==> config.mk <==
export PLATFORM = sky130hd
export DESIGN_NAME = base32_encoder_line_wrap_flat
export DESIGN_NICKNAME = d
export VERILOG_FILES = /design/src/rtl/b32w_pkg.sv /design/src/rtl/b32w_if.sv /design/src/rtl/b32w_front.sv /design/src/rtl/b32w_queue.sv /design/src/rtl/b32w_back.sv /design/src/rtl/base32_encoder_line_wrap.sv /design/src/flat_wrapper.sv
export SDC_FILE = /design/constraint.sdc
export NUM_CORES = 1
export LEC_CHECK = 0
export BUFFER_PORTS_ARGS = -buffer_cell sky130_fd_sc_hd__clkbuf_2
export CELL_PAD_IN_SITES_DETAIL_PLACEMENT = 2
export CELL_PAD_IN_SITES_GLOBAL_PLACEMENT = 2
export CORE_MARGIN = 2
export CORE_UTILIZATION = 43
export DETAILED_ROUTE_END_ITERATION = 10
export GPL_TIMING_DRIVEN = 0
export PLACE_DENSITY_LB_ADDON = 0.12
export SLEW_MARGIN = 20
export SYNTH_ARGS = -nofsm -noshare
export SYNTH_HDL_FRONTEND = slang
export SYNTH_SLANG_ARGS = --single-unit
==> constraint.sdc <==
create_clock -name clk_i -period 5.3 [get_ports clk_i]
set_input_delay 0.265 -clock clk_i [delete_from_list [all_inputs] [get_ports clk_i]]
set_output_delay 0.265 -clock clk_i [all_outputs]
set_load 0.05 [all_outputs]
==> src/rtl/b32w_pkg.sv <==
package b32w_pkg;

  localparam int unsigned LINE_LEN_W      = 10;
  localparam int unsigned SYM_W           = 5;
  localparam int unsigned SYMS_PER_REQ    = 3;
  localparam int unsigned B32W_QUEUE_DEPTH = 4;

  localparam logic [7:0] CHAR_PAD = 8'h3D;
  localparam logic [7:0] CHAR_CR  = 8'h0D;
  localparam logic [7:0] CHAR_LF  = 8'h0A;
  localparam logic [7:0] CHAR_A   = 8'h41;
  localparam logic [7:0] CHAR_TWO = 8'h32;

  // One classified byte: the symbols it produces (flush included) and its end mark.
  typedef struct packed {
    logic [SYMS_PER_REQ-1:0][SYM_W-1:0] syms;
    logic [1:0]                         nsym;
    logic                               last;
  } sym_req_t;

  typedef struct packed {
    logic full;
    logic empty;
  } q_status_t;

  function automatic logic [7:0] sym_to_char(input logic [SYM_W-1:0] sym);
    logic [7:0] ch;
    if (sym < 5'd26) begin
      ch = CHAR_A + {3'd0, sym};
    end else begin
      ch = CHAR_TWO + {3'd0, sym - 5'd26};
    end
    return ch;
  endfunction

endpackage

==> src/rtl/b32w_if.sv <==
interface b32w_in_if;
  logic       valid;
  logic       ready;
  logic [7:0] data_byte;
  logic       last_byte;

  modport source (output valid, output data_byte, output last_byte, input ready);
  modport sink   (input valid, input data_byte, input last_byte, output ready);
endinterface

interface b32w_out_if;
  logic       valid;
  logic       ready;
  logic [7:0] out_char;
  logic       run_last;
  logic       message_end;

  modport source (output valid, output out_char, output run_last, output message_end,
                  input ready);
  modport sink   (input valid, input out_char, input run_last, input message_end,
                  output ready);
endinterface

==> src/rtl/b32w_front.sv <==
module b32w_front
  import b32w_pkg::*;
(
  input  logic       clk_i,
  input  logic       rst_ni,
  b32w_in_if.sink    in_if,
  input  q_status_t  q_status_i,
  output logic       push_o,
  output sym_req_t   req_o
);

  logic [3:0]  lo_bits_q;
  logic [2:0]  lo_cnt_q;

  logic [11:0] acc;
  logic [3:0]  total;
  logic        two;
  logic [2:0]  rem;
  logic [3:0]  lbits;
  logic [8:0]  flush_wide;
  logic [4:0]  sym0;
  logic [4:0]  sym1;
  logic [4:0]  flush;
  logic        has_flush;

  assign in_if.ready = !q_status_i.full;
  assign push_o      = in_if.valid && !q_status_i.full;

  always_comb begin
    acc        = {lo_bits_q, in_if.data_byte};
    total      = {1'b0, lo_cnt_q} + 4'd8;
    two        = (total >= 4'd10);
    sym0       = 5'(acc >> (total - 4'd5));
    sym1       = 5'(acc >> (total - 4'd10));
    rem        = two ? 3'(total - 4'd10) : 3'(total - 4'd5);
    lbits      = acc[3:0] & ((4'd1 << rem) - 4'd1);
    // left-align the leftover bits into one symbol, zero-filled
    flush_wide = {5'd0, lbits} << (3'd5 - rem);
    flush      = flush_wide[4:0];
    has_flush  = in_if.last_byte && (rem != 3'd0);

    req_o.syms[0] = sym0;
    req_o.syms[1] = two ? sym1 : flush;
    req_o.syms[2] = flush;
    req_o.nsym    = (two ? 2'd2 : 2'd1) + {1'b0, has_flush};
    req_o.last    = in_if.last_byte;
  end

  always_ff @(posedge clk_i or negedge rst_ni) begin
    if (!rst_ni) begin
      lo_bits_q <= '0;
      lo_cnt_q  <= '0;
    end else if (push_o) begin
      lo_bits_q <= in_if.last_byte ? 4'd0 : lbits;
      lo_cnt_q  <= in_if.last_byte ? 3'd0 : rem;
    end
  end

endmodule

==> src/rtl/b32w_queue.sv <==
module b32w_queue
  import b32w_pkg::*;
#(
  parameter int unsigned Depth = B32W_QUEUE_DEPTH
) (
  input  logic      clk_i,
  input  logic      rst_ni,
  input  logic      push_i,
  input  sym_req_t  push_req_i,
  input  logic      pop_i,
  output sym_req_t  head_o,
  output q_status_t status_o
);

  localparam int unsigned PtrW = (Depth > 1) ? $clog2(Depth) : 1;
  localparam int unsigned CntW = $clog2(Depth + 1);

  sym_req_t        mem_q [Depth];
  logic [PtrW-1:0] wr_ptr_q, rd_ptr_q;
  logic [CntW-1:0] cnt_q;
  logic            do_pop;

  assign status_o.full  = (cnt_q == CntW'(Depth));
  assign status_o.empty = (cnt_q == '0);
  assign head_o         = mem_q[rd_ptr_q];
  assign do_pop         = pop_i && !status_o.empty;

  function automatic logic [PtrW-1:0] ptr_inc(input logic [PtrW-1:0] p);
    logic [PtrW-1:0] n;
    if (p == PtrW'(Depth - 1)) begin
      n = '0;
    end else begin
      n = p + PtrW'(1);
    end
    return n;
  endfunction

  always_ff @(posedge clk_i) begin
    if (push_i) begin
      mem_q[wr_ptr_q] <= push_req_i;
    end
  end

  always_ff @(posedge clk_i or negedge rst_ni) begin
    if (!rst_ni) begin
      wr_ptr_q <= '0;
      rd_ptr_q <= '0;
      cnt_q    <= '0;
    end else begin
      if (push_i) begin
        wr_ptr_q <= ptr_inc(wr_ptr_q);
      end
      if (do_pop) begin
        rd_ptr_q <= ptr_inc(rd_ptr_q);
      end
      if (push_i && !do_pop) begin
        cnt_q <= cnt_q + CntW'(1);
      end else if (!push_i && do_pop) begin
        cnt_q <= cnt_q - CntW'(1);
      end
    end
  end

endmodule

==> src/rtl/b32w_back.sv <==
module b32w_back
  import b32w_pkg::*;
(
  input  logic                  clk_i,
  input  logic                  rst_ni,
  input  logic                  cfg_we_i,
  input  logic [LINE_LEN_W-1:0] cfg_wdata_i,
  input  sym_req_t              head_i,
  input  q_status_t             q_status_i,
  output logic                  pop_o,
  b32w_out_if.source            out_if
);

  typedef enum logic [1:0] {
    MODE_ENC,
    MODE_CR,
    MODE_LF
  } mode_e;

  mode_e                 mode_q;
  logic [1:0]            idx_q;
  logic [2:0]            grp_q;
  logic [LINE_LEN_W-1:0] line_q;
  logic [LINE_LEN_W-1:0] len_q;
  logic                  out_valid_q;
  logic [7:0]            out_char_q;
  logic                  run_last_q;
  logic                  msg_end_q;

  logic                  advance;
  logic                  is_sym;
  logic [4:0]            cur_sym;
  logic [1:0]            idx_n;
  logic [2:0]            grp_n;
  logic [LINE_LEN_W-1:0] line_n;
  logic                  brk;
  logic                  more;
  logic                  final_char;
  logic [7:0]            ch;

  assign out_if.valid       = out_valid_q;
  assign out_if.out_char    = out_char_q;
  assign out_if.run_last    = run_last_q;
  assign out_if.message_end = msg_end_q;

  assign advance = !q_status_i.empty && (!out_valid_q || out_if.ready);
  assign pop_o   = advance && final_char;

  always_comb begin
    is_sym = ({1'b0, idx_q} < {1'b0, head_i.nsym});
    case (idx_q)
      2'd0:    cur_sym = head_i.syms[0];
      2'd1:    cur_sym = head_i.syms[1];
      default: cur_sym = head_i.syms[2];
    endcase
    idx_n  = idx_q + {1'b0, is_sym};
    grp_n  = grp_q + 3'd1;
    line_n = line_q + LINE_LEN_W'(1);
    brk    = (len_q != '0) && (line_n >= len_q);
    more   = 1'b0;
    final_char = 1'b0;
    ch     = CHAR_PAD;
    case (mode_q)
      MODE_ENC: begin
        ch         = is_sym ? sym_to_char(cur_sym) : CHAR_PAD;
        more       = (idx_n < head_i.nsym) || (head_i.last && (grp_n != 3'd0));
        final_char = !brk && !more;
      end
      MODE_CR: begin
        ch = CHAR_CR;
      end
      MODE_LF: begin
        ch         = CHAR_LF;
        more       = is_sym || (head_i.last && (grp_q != 3'd0));
        final_char = !more;
      end
      default: begin
        ch = CHAR_PAD;
      end
    endcase
  end

  always_ff @(posedge clk_i or negedge rst_ni) begin
    if (!rst_ni) begin
      mode_q      <= MODE_ENC;
      idx_q       <= '0;
      grp_q       <= '0;
      line_q      <= '0;
      len_q       <= '0;
      out_valid_q <= 1'b0;
      out_char_q  <= '0;
      run_last_q  <= 1'b0;
      msg_end_q   <= 1'b0;
    end else begin
      if (cfg_we_i) begin
        len_q <= cfg_wdata_i;
      end
      if (out_valid_q && out_if.ready) begin
        out_valid_q <= 1'b0;
      end
      if (advance) begin
        out_valid_q <= 1'b1;
        out_char_q  <= ch;
        run_last_q  <= final_char;
        msg_end_q   <= final_char && head_i.last;
        case (mode_q)
          MODE_ENC: begin
            idx_q <= idx_n;
            grp_q <= grp_n;
            if (len_q != '0) begin
              line_q <= brk ? '0 : line_n;
            end
            mode_q <= brk ? MODE_CR : MODE_ENC;
          end
          MODE_CR: begin
            mode_q <= MODE_LF;
          end
          default: begin
            mode_q <= MODE_ENC;
          end
        endcase
        // drop the request once its last character leaves; a message end also clears the group and line counts
        if (final_char) begin
          idx_q  <= '0;
          mode_q <= MODE_ENC;
          if (head_i.last) begin
            grp_q  <= '0;
            line_q <= '0;
          end
        end
      end
    end
  end

endmodule

==> src/rtl/base32_encoder_line_wrap.sv <==
// Streaming base32 encoder (standard alphabet, MSB first) with optional CR LF
// line breaks every line_length encoded characters; line_length of 0 turns
// breaking off. The front stage takes one byte per cycle while the request queue
// is not full and turns it into one to three symbols (the third is the zero-filled
// flush on a last byte); a small queue holds these requests, and the back sequencer
// writes one character per cycle into the output register while the queue has a
// request and the output register is empty or being taken, adding '=' padding up to
// a multiple of eight encoded characters at message end and CR LF where a line
// fills. A byte yields one to three characters for its symbols (three only with the
// flush of a last byte), two more for each line break, plus the padding at message
// end: about 1.6 characters per byte on long messages. The input stalls only while
// the request queue is full. Write line_length only while the block is idle.
module base32_encoder_line_wrap
  import b32w_pkg::*;
#(
  parameter int unsigned QueueDepth = B32W_QUEUE_DEPTH
) (
  input  logic                  clk_i,
  input  logic                  rst_ni,
  input  logic                  cfg_we_i,
  input  logic [LINE_LEN_W-1:0] cfg_wdata_i,
  b32w_in_if.sink               in_if,
  b32w_out_if.source            out_if
);

  logic      push;
  logic      pop;
  sym_req_t  push_req;
  sym_req_t  head;
  q_status_t q_status;

  b32w_front u_front (
    .clk_i      (clk_i),
    .rst_ni     (rst_ni),
    .in_if      (in_if),
    .q_status_i (q_status),
    .push_o     (push),
    .req_o      (push_req)
  );

  b32w_queue #(
    .Depth (QueueDepth)
  ) u_queue (
    .clk_i      (clk_i),
    .rst_ni     (rst_ni),
    .push_i     (push),
    .push_req_i (push_req),
    .pop_i      (pop),
    .head_o     (head),
    .status_o   (q_status)
  );

  b32w_back u_back (
    .clk_i       (clk_i),
    .rst_ni      (rst_ni),
    .cfg_we_i    (cfg_we_i),
    .cfg_wdata_i (cfg_wdata_i),
    .head_i      (head),
    .q_status_i  (q_status),
    .pop_o       (pop),
    .out_if      (out_if)
  );

endmodule
==> src/flat_wrapper.sv <==
// flat-port wrapper written by rule: the top's interface ports become plain ports
module base32_encoder_line_wrap_flat import b32w_pkg::*;
#(
  parameter int unsigned QueueDepth = B32W_QUEUE_DEPTH
)
  (clk_i, rst_ni, cfg_we_i, cfg_wdata_i, in_if_valid, in_if_data_byte, in_if_last_byte, in_if_ready, out_if_valid, out_if_out_char, out_if_run_last, out_if_message_end, out_if_ready);
  b32w_in_if in_if_i ();
  b32w_out_if out_if_i ();
  input  logic clk_i;
  input  logic rst_ni;
  input  logic cfg_we_i;
  input  logic [LINE_LEN_W-1:0] cfg_wdata_i;
  input wire logic [$bits(in_if_i.valid)-1:0] in_if_valid;
  input wire logic [$bits(in_if_i.data_byte)-1:0] in_if_data_byte;
  input wire logic [$bits(in_if_i.last_byte)-1:0] in_if_last_byte;
  output wire logic [$bits(in_if_i.ready)-1:0] in_if_ready;
  output wire logic [$bits(out_if_i.valid)-1:0] out_if_valid;
  output wire logic [$bits(out_if_i.out_char)-1:0] out_if_out_char;
  output wire logic [$bits(out_if_i.run_last)-1:0] out_if_run_last;
  output wire logic [$bits(out_if_i.message_end)-1:0] out_if_message_end;
  input wire logic [$bits(out_if_i.ready)-1:0] out_if_ready;
  assign in_if_i.valid = in_if_valid;
  assign in_if_i.data_byte = in_if_data_byte;
  assign in_if_i.last_byte = in_if_last_byte;
  assign in_if_ready = in_if_i.ready;
  assign out_if_valid = out_if_i.valid;
  assign out_if_out_char = out_if_i.out_char;
  assign out_if_run_last = out_if_i.run_last;
  assign out_if_message_end = out_if_i.message_end;
  assign out_if_i.ready = out_if_ready;
  base32_encoder_line_wrap #(.QueueDepth(QueueDepth)) u_core (.clk_i(clk_i), .rst_ni(rst_ni), .cfg_we_i(cfg_we_i), .cfg_wdata_i(cfg_wdata_i), .in_if(in_if_i), .out_if(out_if_i));
endmodule
==> out/results.ini <==
[global_routing]
antenna_found_initial=0
grt_pass1_vias=5409
overflow=0
grt_max_degree=52
grt_usage_pct=24.5
grt_pass1_wl_mm=30.9

[route]
drc=0
ant_nets=0
wl_per_cell_um=22.7
first_pass_iters=5
via_per_inst=5.63
wl_mm=19.7
drtIter0Drc=217
vias=4869

[die]
dieArea_mm2=0.0172
initial_core_util_pct=43.9
io_pins=36
row_count=46
core-area_mm2=0.0158
die_w_um=131
dieHeight_um=131

[worst_setup_path]
rrSetupSlack_ns=0.42
cp-end-kind=flip-flop
cp_max_fo=10
critical_path_class=flip-flop to flip-flop
critPathLaunchType=flip-flop
required_ns=5.60
cp.arrival_ns=5.18

[timing]
worstMarginPinSlew_ns=1.03
hold-worst-slack_ns=0.0582
post-route-min-period_ns=4.88
max_freq_mhz=205
setup_ws_ns=0.420
relSlewSlack_pct=31.2
finalHoldViolations=0
rsz0062_at_grt=no
fin_crit_sh_pct=92.1
setup_tns_ns=0
finClkSkew_ns=0.00683
slew_viol_final=0
setup_violations=0

[cells_and_area]
multi_input_area_mm2=0.00321
final_common_cell=edfxtp_1
fillers=1601
mostFrequentLayoutCells=edfxtp_1 (72), nand2_1 (59), dfrtp_1 (51), ha_1 (37), inv_1 (34)
fin_area_mm2=0.00798
drive_gt1_share_pct=21.3
fin_cells=865
fin_nets=698
n_antenna_cell=0
seq_area_mm2=0.00344
area_delta_synth_final_pct=14.9

[pwr]
p_seq_share_pct=29.1
p_leak_nw=3.33
ir_drop_mv=0.317
p_per_area_mw_per_mm2=738
combPwrFrac_pct=51.6
sw_frac_of_total_pct=42.8
p_clk_share_pct=19.3
p_int_mw=3.37
net-switching-power_mw=2.52

[synthesis]
seq_area_frac_synth_pct=49.5
ys_seq_elements=123
synth_edf_count=72
avgSynthCellArea_um2=11.9
yosysTopAreaCellShare_pct=31.1
yosys-top-cells-area=edfxtp_1 (31%), dfrtp_1 (18%), ha_1 (6.7%)
async_reset_ff_share_pct=41.5
postSynthCellCount=583
syn_area_mm2=0.00694
ys_types=74
syn-num-nets=645
yosysWarnings=0
synth_ff_type=edfxtp_1
synth_top_cell_by_area=edfxtp_1

[cts]
cts.sinks=123
clk_pin_slew_ns=0.06
htreeDepth=4
postCtsSetupRepairBufs=0
clkLatencyLatePin_ns=0.42
root_buffer=clkbuf_16
cts_buffers=17
cts_buffer_depth=2
cts_tree=built

[placed_design]
dpl.cell_count=832
io_buffers=33
gp_congestion=0.846
placed_area_mm2=0.00738
hpwl_mm=14.2
dpl_worst_slack_ns=0.274

[flow_run]
cap_violations=0

[outcome]
status=completed

[min_path]
hold_path_class=input pin to flip-flop

per-stage QoR:
step | util (%) | power (mW)
after global placement | 46.6 | 4.48
after detailed placement | 46.6 | 4.71
after CTS | 50.3 | 5.92
after global routing | 50.4 | 6.27
after floorplan | - | 3.84
final | 50.4 | 5.89
path summary, 6_finish.rpt:
| path | start | endpoint | cells past startpoint |
|---|---|---|---|
| max | u_core.u_queue.rd_ptr_q[1] | u_core.u_queue.cnt_q[1] | 20 |
| min | cfg_wdata_i[5] | u_core.u_back.len_q[5] | 3 |
| max reg2reg | u_core.u_queue.rd_ptr_q[1] | u_core.u_queue.cnt_q[1] | 20 |
| min reg2reg | u_core.u_back.out_if.run_last | u_core.u_back.out_if.run_last | 1 |
| max in group asynchronous | rst_ni | u_core.u_back.out_if.out_char[6] | 2 |
| min in group asynchronous | rst_ni | u_core.u_back.line_q[2] | 2 |
sequential cells by signal, summed over array words and instances (netlist names):
signal	flops
u_core.u_back.out_if.out_char	7
u_core.u_queue.mem_q	72
u_core.u_front.lo_bits_q	4
u_core.u_queue.wr_ptr_q	2
u_core.u_back.out_if.message_end	1
u_core.u_back.out_if.valid	1
u_core.u_back.mode_q	2
u_core.u_back.line_q	10
u_core.u_back.out_if.run_last	1
u_core.u_front.lo_cnt_q	3
u_core.u_back.idx_q	2
u_core.u_queue.rd_ptr_q	2
u_core.u_back.len_q	10
u_core.u_queue.cnt_q	3
u_core.u_back.grp_q	3
synthesized netlist by cell type (all sizes together) (3+ instances only):
cell type,n
nand2b,12
mux2i,29
a22o,5
a211oi,4
mux2,21
a31oi,7
o22ai,12
nor2,30
nand4,3
buf,15
mux4,20
nand2,59
ha,37
or2,7
xor2,10
inv,35
nor3,7
clkbuf,10
o31ai,6
xnor2,8
dfrtp,51
o21ai,37
o211ai,4
nor2b,4
and3,7
a21oi,21
nand3,7
edfxtp,72
or3,3
a21o,10
power by group through the flow:
stage / Clock (mW) / Sequential (mW) / Combinational, mW
2_1_floorplan: 0 / 1.75 / 2.09
3_3_place_gp: 0 / 1.69 / 2.79
3_5_place_dp: 0 / 1.73 / 2.98
4_1_cts: 1.15 / 1.72 / 3.06
5_1_grt: 1.19 / 1.75 / 3.34
6_report: 1.14 / 1.71 / 3.04
logic make-up (layout without fill, tap and decap cells):
| logic type | count (synthesis) | in the layout | synth area share, % |
|---|---|---|---|
| AND/OR/NAND/NOR | 145 | 145 | 9.84 |
| AO/OA/AOI/OAI | 127 | 127 | 12.5 |
| flip-flops | 123 | 123 | 49.5 |
| multiplexers | 70 | 70 | 14.4 |
| buffers and inverters | 61 | 127 | 4.34 |
| adder cells (fa/ha/maj) | 38 | 38 | 6.96 |
| XOR/XNOR | 18 | 18 | 2.38 |
| other | 1 | 1 | 0.0540 |
worst max-delay path, cell delays in order, from the launching register on:
cell and delay [ns]:
dfrtp_1 0.44, buf_6 0.20, buf_6 0.21, buf_4 0.24, mux4_2 0.31, inv_1 0.13, ha_1 0.25, o221a_2 0.16
nor2_2 0.21, ha_1 0.24, xor2_1 0.08, ha_1 0.27, o21ai_0 0.11, a211oi_2 0.36, o21ai_2 0.17, a21oi_4 0.30
inv_1 0.08, ha_1 0.23, inv_1 0.08, fa_1 0.40, mux2_2 0.28
layer usage:
layer / vias up / track usage (%) / routed length [µm]
met1: 2501 / 28.6 / 8190
met3: 27 / 4.26 / 454
li1: 2268 / - / -
met5: - / 0 / 0
met4: 0 / 9.32 / 359
met2: 73 / 45.0 / 10700
timing repair:
item                                    in CTS  in global routing
hold buffers                                 1                  0
endpoints found under the setup margin       0                  1
hold endpoints to repair                    51                  0
gates resized for setup                      0                  2
layout make-up:
type / count / share of cell area, %
flip-flops and latches: 123 / 43.1
multi-input cells: 399 / 40.3
clock buffers: 17 / 5.33
well taps: 216 / 3.39
repair buffers: 34 / 2.23
plain buffers: 25 / 2.09
clock inverters: 15 / 1.88
inverters: 36 / 1.69
Note: power is estimated with default switching activity, not from simulation.
